[config.mk]
export PLATFORM = sky130hd
export DESIGN_NAME = periodic_task_tick_scheduler_unit
export DESIGN_NICKNAME = d
export VERILOG_FILES = /design/src/hw/rtl/ptts_pkg.sv /design/src/hw/rtl/ptts_cell.sv /design/src/hw/rtl/periodic_task_tick_scheduler_unit.sv
export SDC_FILE = /design/constraint.sdc
export NUM_CORES = 2
export LEC_CHECK = 0
export BUFFER_PORTS_ARGS = -buffer_cell sky130_fd_sc_hd__buf_2
export CELL_PAD_IN_SITES_DETAIL_PLACEMENT = 1
export CELL_PAD_IN_SITES_GLOBAL_PLACEMENT = 1
export CORE_MARGIN = 2
export CORE_UTILIZATION = 55
export DETAILED_ROUTE_END_ITERATION = 10
export GPL_ROUTABILITY_DRIVEN = 0
export PLACE_DENSITY_LB_ADDON = 0.12
export SKIP_LAST_GASP = 1
export SLEW_MARGIN = 20
export SYNTH_ARGS = -nofsm -noshare
export SYNTH_HDL_FRONTEND = slang
export SYNTH_SLANG_ARGS = --single-unit
[constraint.sdc]
create_clock -name clk -period 12.5 [get_ports clk]
set_clock_uncertainty 0.2 [all_clocks]
set_input_delay 0.625 -clock clk [delete_from_list [all_inputs] [get_ports clk]]
set_output_delay 0.625 -clock clk [all_outputs]
set_load 0.02 [all_outputs]
[src/hw/rtl/ptts_pkg.sv]
`timescale 1ns / 1ps
// ----------------------------------------------------------------------------
// ptts_pkg: periodic task tick scheduler shared types
// Transaction structs, function and result-kind codes, cell broadcast bundle.
// ----------------------------------------------------------------------------
package ptts_pkg;

  localparam logic FUNC_TICK = 1'b0;
  localparam logic FUNC_ADD  = 1'b1;

  localparam logic [1:0] KIND_FIRE = 2'd0;
  localparam logic [1:0] KIND_ADD  = 2'd1;
  localparam logic [1:0] KIND_DONE = 2'd2;

  localparam logic STATUS_OK   = 1'b0;
  localparam logic STATUS_FULL = 1'b1;

  typedef struct packed {
    logic        func;
    logic [15:0] period;
  } cmd_t;

  typedef struct packed {
    logic [1:0]  kind;
    logic [5:0]  task_index;
    logic        status;
    logic [31:0] time_now;
    logic        last;
  } res_t;

  // Shared by every cell of the chain each cycle
  typedef struct packed {
    logic [31:0] now;
    logic [15:0] period;
  } cell_bcast_t;

endpackage

[src/hw/rtl/ptts_cell.sv]
`timescale 1ns / 1ps
// ----------------------------------------------------------------------------
// ptts_cell: one task slot of the scheduler chain
// Holds period, deadline and active flag; checks its deadline when the scan
// token passes through, then hands the token to the next cell.
// ----------------------------------------------------------------------------
module ptts_cell import ptts_pkg::*; (
  input  logic        clk,
  input  logic        rst,
  input  cell_bcast_t bcast,
  input  logic        wr_en,
  input  logic        tok_in,
  output logic        tok_out,
  output logic        fire
);

  logic        tok;
  logic        active;
  logic [15:0] period;
  logic [31:0] deadline;

  assign tok_out = tok;
  assign fire    = tok && active && (bcast.now > deadline);

  always_ff @(posedge clk) begin
    if (rst) begin
      tok    <= 1'b0;
      active <= 1'b0;
    end else begin
      tok <= tok_in;
      if (wr_en) begin
        active <= 1'b1;
      end
    end
  end

  always_ff @(posedge clk) begin
    if (wr_en) begin
      period   <= bcast.period;
      deadline <= bcast.now + {16'd0, bcast.period};
    end else if (fire) begin
      deadline <= bcast.now + {16'd0, period};
    end
  end

endmodule

[src/hw/rtl/periodic_task_tick_scheduler_unit.sv]
`timescale 1ns / 1ps
// ----------------------------------------------------------------------------
// periodic_task_tick_scheduler_unit: periodic task table with tick counter
// Add-task fills the next free slot; a tick scans all slots through a chain
// of cells, reports each due task, then advances time and reports done.
// ----------------------------------------------------------------------------
// Add-task: result strobed in the cycle after the transaction; busy stays low.
// Tick: busy until the done result is strobed, so a new tick waits for the scan to end;
//   the token walks one cell per cycle, each due slot is reported in slot order, then done.
// Results are strobed for one cycle; the receiver cannot stall them.
// Synchronous reset clears time, slot count, all active flags and the token.
// ----------------------------------------------------------------------------
module periodic_task_tick_scheduler_unit import ptts_pkg::*; #(
  parameter int unsigned TASK_SLOTS = 8
) (
  input  logic clk,
  input  logic rst,
  input  logic start,
  input  cmd_t cmd,
  output logic busy,
  output logic res_strobe,
  output res_t res
);

  localparam int unsigned CW = $clog2(TASK_SLOTS + 1);

  logic [31:0]           tick_count;
  logic [CW-1:0]         slots_used;
  logic                  done_pend;
  logic                  accept;
  logic                  add_ok;
  cell_bcast_t           bcast;
  logic [TASK_SLOTS-1:0] wr_sel;
  logic [TASK_SLOTS:0]   tok;       // tok[i] enters cell i; tok[TASK_SLOTS] leaves the chain
  logic [TASK_SLOTS-1:0] fire;
  logic                  any_fire;
  logic [5:0]            fire_idx;
  logic [31:0]           after;

  assign accept = start && !busy;
  assign add_ok = slots_used < CW'(TASK_SLOTS);
  assign after  = tick_count + 32'd1;

  // Time and period go to every cell; only the selected cell writes.
  assign bcast.now    = tick_count;
  assign bcast.period = cmd.period;

  // Token enters cell 0 on a tick transaction
  assign tok[0] = accept && (cmd.func == FUNC_TICK);

  always_comb begin
    for (int i = 0; i < TASK_SLOTS; i++) begin
      wr_sel[i] = accept && (cmd.func == FUNC_ADD) && add_ok && (slots_used == CW'(i));
    end
  end

  genvar g;
  generate
    for (g = 0; g < TASK_SLOTS; g++) begin : g_cell
      ptts_cell u_cell (
        .clk     (clk),
        .rst     (rst),
        .bcast   (bcast),
        .wr_en   (wr_sel[g]),
        .tok_in  (tok[g]),
        .tok_out (tok[g+1]),
        .fire    (fire[g])
      );
    end
  endgenerate

  // At most one cell holds the token, so fire is one-hot or zero.
  always_comb begin
    fire_idx = '0;
    for (int i = 0; i < TASK_SLOTS; i++) begin
      fire_idx = fire_idx | (fire[i] ? 6'(i) : 6'd0);
    end
  end
  assign any_fire = |fire;

  always_ff @(posedge clk) begin
    if (rst) begin
      tick_count <= '0;
      slots_used <= '0;
      busy       <= 1'b0;
      done_pend  <= 1'b0;
      res_strobe <= 1'b0;
    end else begin
      res_strobe <= 1'b0;
      done_pend  <= tok[TASK_SLOTS];

      if (accept && (cmd.func == FUNC_TICK)) begin
        busy <= 1'b1;
      end

      if (accept && (cmd.func == FUNC_ADD)) begin
        // Add answer: counter unchanged
        res_strobe     <= 1'b1;
        res.kind       <= KIND_ADD;
        res.task_index <= add_ok ? 6'(slots_used) : 6'd0;
        res.status     <= add_ok ? STATUS_OK : STATUS_FULL;
        res.time_now   <= tick_count;
        res.last       <= 1'b1;
        if (add_ok) begin
          slots_used <= slots_used + CW'(1);
        end
      end else if (any_fire) begin
        res_strobe     <= 1'b1;
        res.kind       <= KIND_FIRE;
        res.task_index <= fire_idx;
        res.status     <= STATUS_OK;
        res.time_now   <= after;
        res.last       <= 1'b0;
      end else if (done_pend) begin
        // Scan finished: close the run and advance time
        res_strobe     <= 1'b1;
        res.kind       <= KIND_DONE;
        res.task_index <= 6'd0;
        res.status     <= STATUS_OK;
        res.time_now   <= after;
        res.last       <= 1'b1;
        tick_count     <= after;
        busy           <= 1'b0;
      end
    end
  end

endmodule

### Word-level counts from Yosys, hierarchy flattened

Cells that the tools add are included.

| word-level totals | value |
|---|---|
| flip-flop bits (word level) | 481 |
| latch bits | 0 |
| RAM bits | 0 |
| ROM bits | 0 |
| bits of input ports | 20 |
| output and inout bits | 44 |
| word-level logic and storage cells | 159 |
| memories kept | 0 |

| operators by class | value |
|---|---|
| $add $sub $neg | 11 |
| $mul | 0 |
| divide/modulo/power cells | 0 |
| magnitude comparators | 9 |
| equal/unequal tests | 7 |
| shift-type cells | 0 |
| mux-type cells | 35 |
| bitwise logic cells | 10 |
| reductions and logical operators | 44 |

Operators by type and width:

| operator | count |
|---|---|
| $mux W32 | 16 |
| $add A32 B16 Y32 | 9 |
| $gt A32 B32 Y1 | 8 |
| $mux W42 | 1 |
| $mux W41 | 1 |
| $mux W40 | 1 |
| $add A32 B1 Y32 const B | 1 |
| $logic_and A1 B1 Y1 | 28 |
| $eq A4 B3 Y1 const B | 4 |
| $reduce_bool A2 Y1 | 8 |
| $mux W3 | 4 |
| $mux W1 | 9 |
| $or A3 B3 Y3 | 3 |
| $reduce_or A9 Y1 | 1 |
| $eq A4 B2 Y1 const B | 2 |
| $reduce_or A8 Y1 | 1 |
| $add A4 B1 Y4 const B | 1 |
| $eq A4 B1 Y1 const B | 1 |
| $logic_not A4 Y1 | 1 |
| $lt A4 B4 Y1 const B | 1 |
| $mux W2 | 2 |
| $mux W4 | 1 |
| $not A1 Y1 | 4 |
| $reduce_and A2 Y1 | 2 |
| other kinds (6) | 6 |

### Longest topological paths before layout

| logic depth | value |
|---|---|
| word-level depth | 11 |
| depth in mapped cells | 14 |

### Cells and area by module

A second synthesis with hierarchy kept.

| second synthesis, totals | value |
|---|---|
| cells, all modules | 3,321 |
| area, all modules | 34,254.1 µm² |

By module, submodules not included:

| module | times used | cells an instance | area each (µm²) |
|---|---|---|---|
| ptts_cell (g_cell[1].u_cell ...) | 5 | 370 | 3,808.7 |
| ptts_cell (g_cell[2].u_cell ...) | 2 | 366 | 3,822.4 |
| periodic_task_tick_scheduler_unit | 1 | 395 | 3,957.5 |
| ptts_cell (g_cell[0].u_cell) | 1 | 344 | 3,608.5 |

### Least setup slack after synthesis

No wires, ideal clock.

| timing path | value |
|---|---|
| kind | reg2reg |
| from | register tick_count[15] |
| to | register res[0] in the netlist's numbering (enable) |
| data arrival time | 4.666 ns |
| setup slack | 7.184 ns |
| cell stages (with the launch flop) | 12 |
| cells stage by stage | dfxtp_1 > ha_1 > nand4_1 > or4_1 > a21o_1 > a41oi_1 > o21ai_2 > o31ai_1 > nor4b_4 > buf_2 > and2_1 > a21oi_1 |

| on the way | value |
|---|---|
| word-level cells in the longest chain between the ends | 5 |
| elaborated cells between the ends (all ways) | 19 |
| those cells by class | order compare (8); reduce/logical (11) |

RTL lines:

| item | line | RTL |
|---|---|---|
| from (decl) | periodic_task_tick_scheduler_unit.sv:27 | `logic [31:0] tick_count;` |
| from (signal assigned) | periodic_task_tick_scheduler_unit.sv:122 | `tick_count <= after;` |
| $gt A32 B32 Y1 | ptts_cell.sv:23 | `assign fire = tok && active && (bcast.now > deadline);` |
| $logic_and A1 B1 Y1 | ptts_cell.sv:23 |  |
| $reduce_or A8 Y1 (*) | periodic_task_tick_scheduler_unit.sv:79 | `assign any_fire = \|fire;` |
| $reduce_bool A3 Y1 (no source line) (*) | - |  |
| $reduce_and A2 Y1 (no source line) (*) | - |  |
| to (decl) | periodic_task_tick_scheduler_unit.sv:22 | `output res_t res` |

Every way passes the cells marked *; elsewhere a longest branch is shown, timed or not.
A chain may end at the register's enable or synchronous reset.

### Worst setup path after layout

| timing path | value |
|---|---|
| from | register tick_count[13] |
| to | register tick_count[18] |

| on the way | value |
|---|---|
| word-level cells in the longest chain between the ends | 5 |
| elaborated cells between the ends (all ways) | 20 |
| those cells by class | add/sub (1); order compare (8); bitwise (1); reduce/logical (10) |

RTL lines:

| item | line |
|---|---|
| $gt A32 B32 Y1 | ptts_cell.sv:23 |
| $logic_and A1 B1 Y1 | ptts_cell.sv:23 |
| $reduce_or A8 Y1 | periodic_task_tick_scheduler_unit.sv:79 |
| $not A1 Y1 (no source line) | - |
| $reduce_and A3 Y1 (no source line) | - |

Parallel ways exist; a longest one is shown, timed or not.

==> results_dict.tcl <==
set metrics [dict create \
    status "complete, no violations" \
    cp-end-kind "flop" \
    io_pins 64 \
    wl_per_cell_um 25.3 \
    chipWidth_um 244 \
    die_area_mm2 0.0593 \
    grt_pass1_wl_mm 157 \
    stdcell_count 4042 \
    hold_class "in2reg" \
    cpPeakStageDelay_ps 760 \
    multi_input_area_mm2 0.0163 \
    rows 87 \
    coreArea_mm2 0.0566 \
    cts-root-buf "clkbuf_16" \
    cts.sinks 479 \
    ys_warn_count 0 \
    ir_drop_mv 0.129 \
    placed_cells 3939 \
    cp.arrival_ps 5450 \
    antenna_left 0 \
    setup_viol 0 \
    place_hpwl_mm 74.5 \
    crit_path_max_fanout 19 \
    grt_pass1_vias 26800 \
    nFillCells 6135 \
    cts_max_level 2 \
    critical_path_class "reg2reg" \
    finalCritPeriodShare_pct 40.9 \
    critPathTopFamily "simple AND/OR/NAND/NOR gates" \
    portBuffers 61 \
    synth_cell_types 77 \
    vias 25100 \
    synth_top_flop_cell "edfxtp_1" \
    mostFrequentLayoutCell "edfxtp_1" \
    synthCells 3140 \
    tightest_slew_ps 1160 \
    path_cells "buf_4 -> ha_1 -> nand4_1 -> nor4_1 -> a21oi_1 -> o31ai_1 -> o21a_1 -> nand4_1 -> nor4b_4 -> buf_4 -> and2_1 -> a21oi_1 -> a31o_2" \
    critPathSlowestCell "nor4_1" \
    required_ps 12830 \
    syn_to_final_growth_pct 10.2 \
    clk_latency_ps 640 \
    grt_antenna_before_repair 1 \
    hold_slack_ps 84.2 \
    ys_ff_latch 479 \
    finalHoldViolations 0 \
    final_nets 3674 \
    synth_edf_count 424 \
    mostFrequentLayoutCells "edfxtp_1, ha_1, inv_1, nand2_1, a21oi_1" \
    max_freq_mhz 196 \
    rsz0062_at_grt "false" \
    drt-vias-per-instance 6.20 \
    tns_ps 0 \
    tritoncts "yes" \
    drt-pass1-iter-count 7 \
    p_leak_uw 0.0157 \
    path_clk_slew_ps 60 \
    syn_avg_cell_area_um2 10.1 \
    regArea_mm2 0.0138 \
    netlist_area_mm2 0.0316 \
    grt_max_degree 71 \
    worst_setup_path_start_kind "flop" \
    routed_wl_mm 102 \
    die_h_um 244 \
    synthArstFlopShare_pct 0 \
    cts_resized 0 \
    maxCapViolations 0 \
    synth.yosys.seq_area_share_pct 43.8 \
    cts.path.max_buffers 3 \
    path_buf_inv 2 \
    drive_gt1_share_pct 7.91 \
    cts_buffers 54 \
    drt_iter0_drc 1686 \
    fin_crit_ps 5110 \
    gr-usage-all-layers_pct 34.5 \
    fin_util_pct 61.5 \
    initial_core_util_pct 55.8 \
    slew_violations 0 \
    p_per_area_mw_per_mm2 100 \
    drc_errors 0 \
    relSlewSlack_pct 22.6 \
    diodes 0 \
    gr-total-overflow 0 \
]
[layer usage]
metal  vias to the layer above  GRT usage (%)  wire [um]
met5                         -              0          0
met3                       286           4.27       5440
met2                       808           60.3      50200
met1                     12500           42.4      41400
met4                         0           16.2       5120
li1                      11500              -          -
[cell families (layout without fill, tap and decap cells)]
| logic type | Yosys count | after routing | synth area share (%) |
|---|---|---|---|
| AO/OA/AOI/OAI | 664 | 664 | 13.0 |
| XOR/XNOR | 266 | 266 | 7.38 |
| adder cells (fa/ha/maj) | 414 | 414 | 16.6 |
| buffers and inverters | 395 | 539 | 4.79 |
| flip-flops | 479 | 479 | 43.8 |
| multiplexers | 20 | 20 | 0.658 |
| other | 1 | 3 | 0.0119 |
| AND/OR/NAND/NOR | 901 | 901 | 13.8 |
[flip-flops by register name, summed over array words and instances (netlist names)]
signal	flops
g_cell.u_cell.period	128
slots_used	4
g_cell.u_cell.deadline	256
res_strobe	1
done_pend	1
res	40
tick_count	32
g_cell.u_cell.active	8
g_cell.u_cell.tok_out	8
busy	1
[report_power, final]
group          internal [uW]  switching (uW)  total [uW]
Clock                    914             710        1620
Combinational           28.1            79.1         107
Sequential              1740            6.40        1750
Total                   2690             796        3480
[cell type report]
cell class                      instances  area share [%]
Sequential cell                       479            39.8
Clock buffer                           66            4.07
Tap cell                              756            2.72
Inverter                              316            3.41
Clock inverter                         36           0.985
Multi-Input combinational cell       2268            46.8
Timing Repair Buffer                  121            2.24
[synthesized netlist by cell type, drive strengths merged (5+ instances only)]
cell type,instances,area share (%)
edfxtp,424,40
ha,405,16
inv,315,3.7
nand2,261,3.1
a21oi,246,3.9
nor2,237,2.8
xnor2,166,4.6
o21ai,156,2.5
xor2,100,2.8
nand3,78,1.2
nand4,68,1.3
a21o,65,1.5
dfxtp,55,3.5
nor3,53,0.86
clkbuf,52,0.62
nand2b,43,0.85
nor2b,40,0.79
a211oi,28,0.71
and2,27,0.53
buf,27,0.41
and3,25,0.50
o21a,22,0.52
o31ai,21,0.52
nor4,20,0.53
o211ai,18,0.43
o21bai,16,0.38
a31o,15,0.42
or2,15,0.30
a31oi,14,0.28
mux2i,14,0.44
or3,11,0.22
fa,9,0.57
a22o,8,0.22
o2bb2ai,7,0.19
or4,7,0.17
mux2,6,0.21
nand3b,6,0.14
nor4b,6,0.23
a221o,5,0.16
[metrics by stage]
step                      instance area [um^2]  power [uW]  worst slack, ps
after floorplan                          31600        1840             7180
after global placement                   33000        1880             7730
after detailed placement                 33000        1890             7570
after CTS                                34800        3490             7530
after global routing                     34800        3550             7250
final                                    34800        3480             7390
[worst paths after layout]
| check | from | end | slack (ps) | depth (start not counted) |
|---|---|---|---|---|
| hold reg to reg | g_cell[4].u_cell.tok_out$_SDFF_PP0_ | g_cell[5].u_cell.tok_out$_SDFF_PP0_ | 270 | 1 |
| setup reg to reg | tick_count[13]$_SDFFE_PP0P_ | tick_count[18]$_SDFFE_PP0P_ | 7390 | 13 |
| hold / removal | start | g_cell[0].u_cell.tok_out$_SDFF_PP0_ | 80 | 2 |
| setup / recovery | tick_count[13]$_SDFFE_PP0P_ | tick_count[18]$_SDFFE_PP0P_ | 7390 | 13 |
[timing repair]
action                    4_1_cts  5_1_grt
buffers inserted                0        0
hold endpoints to repair        1        0
hold buffers                    1        0
No activity file was read; power rests on OpenSTA's default activity.
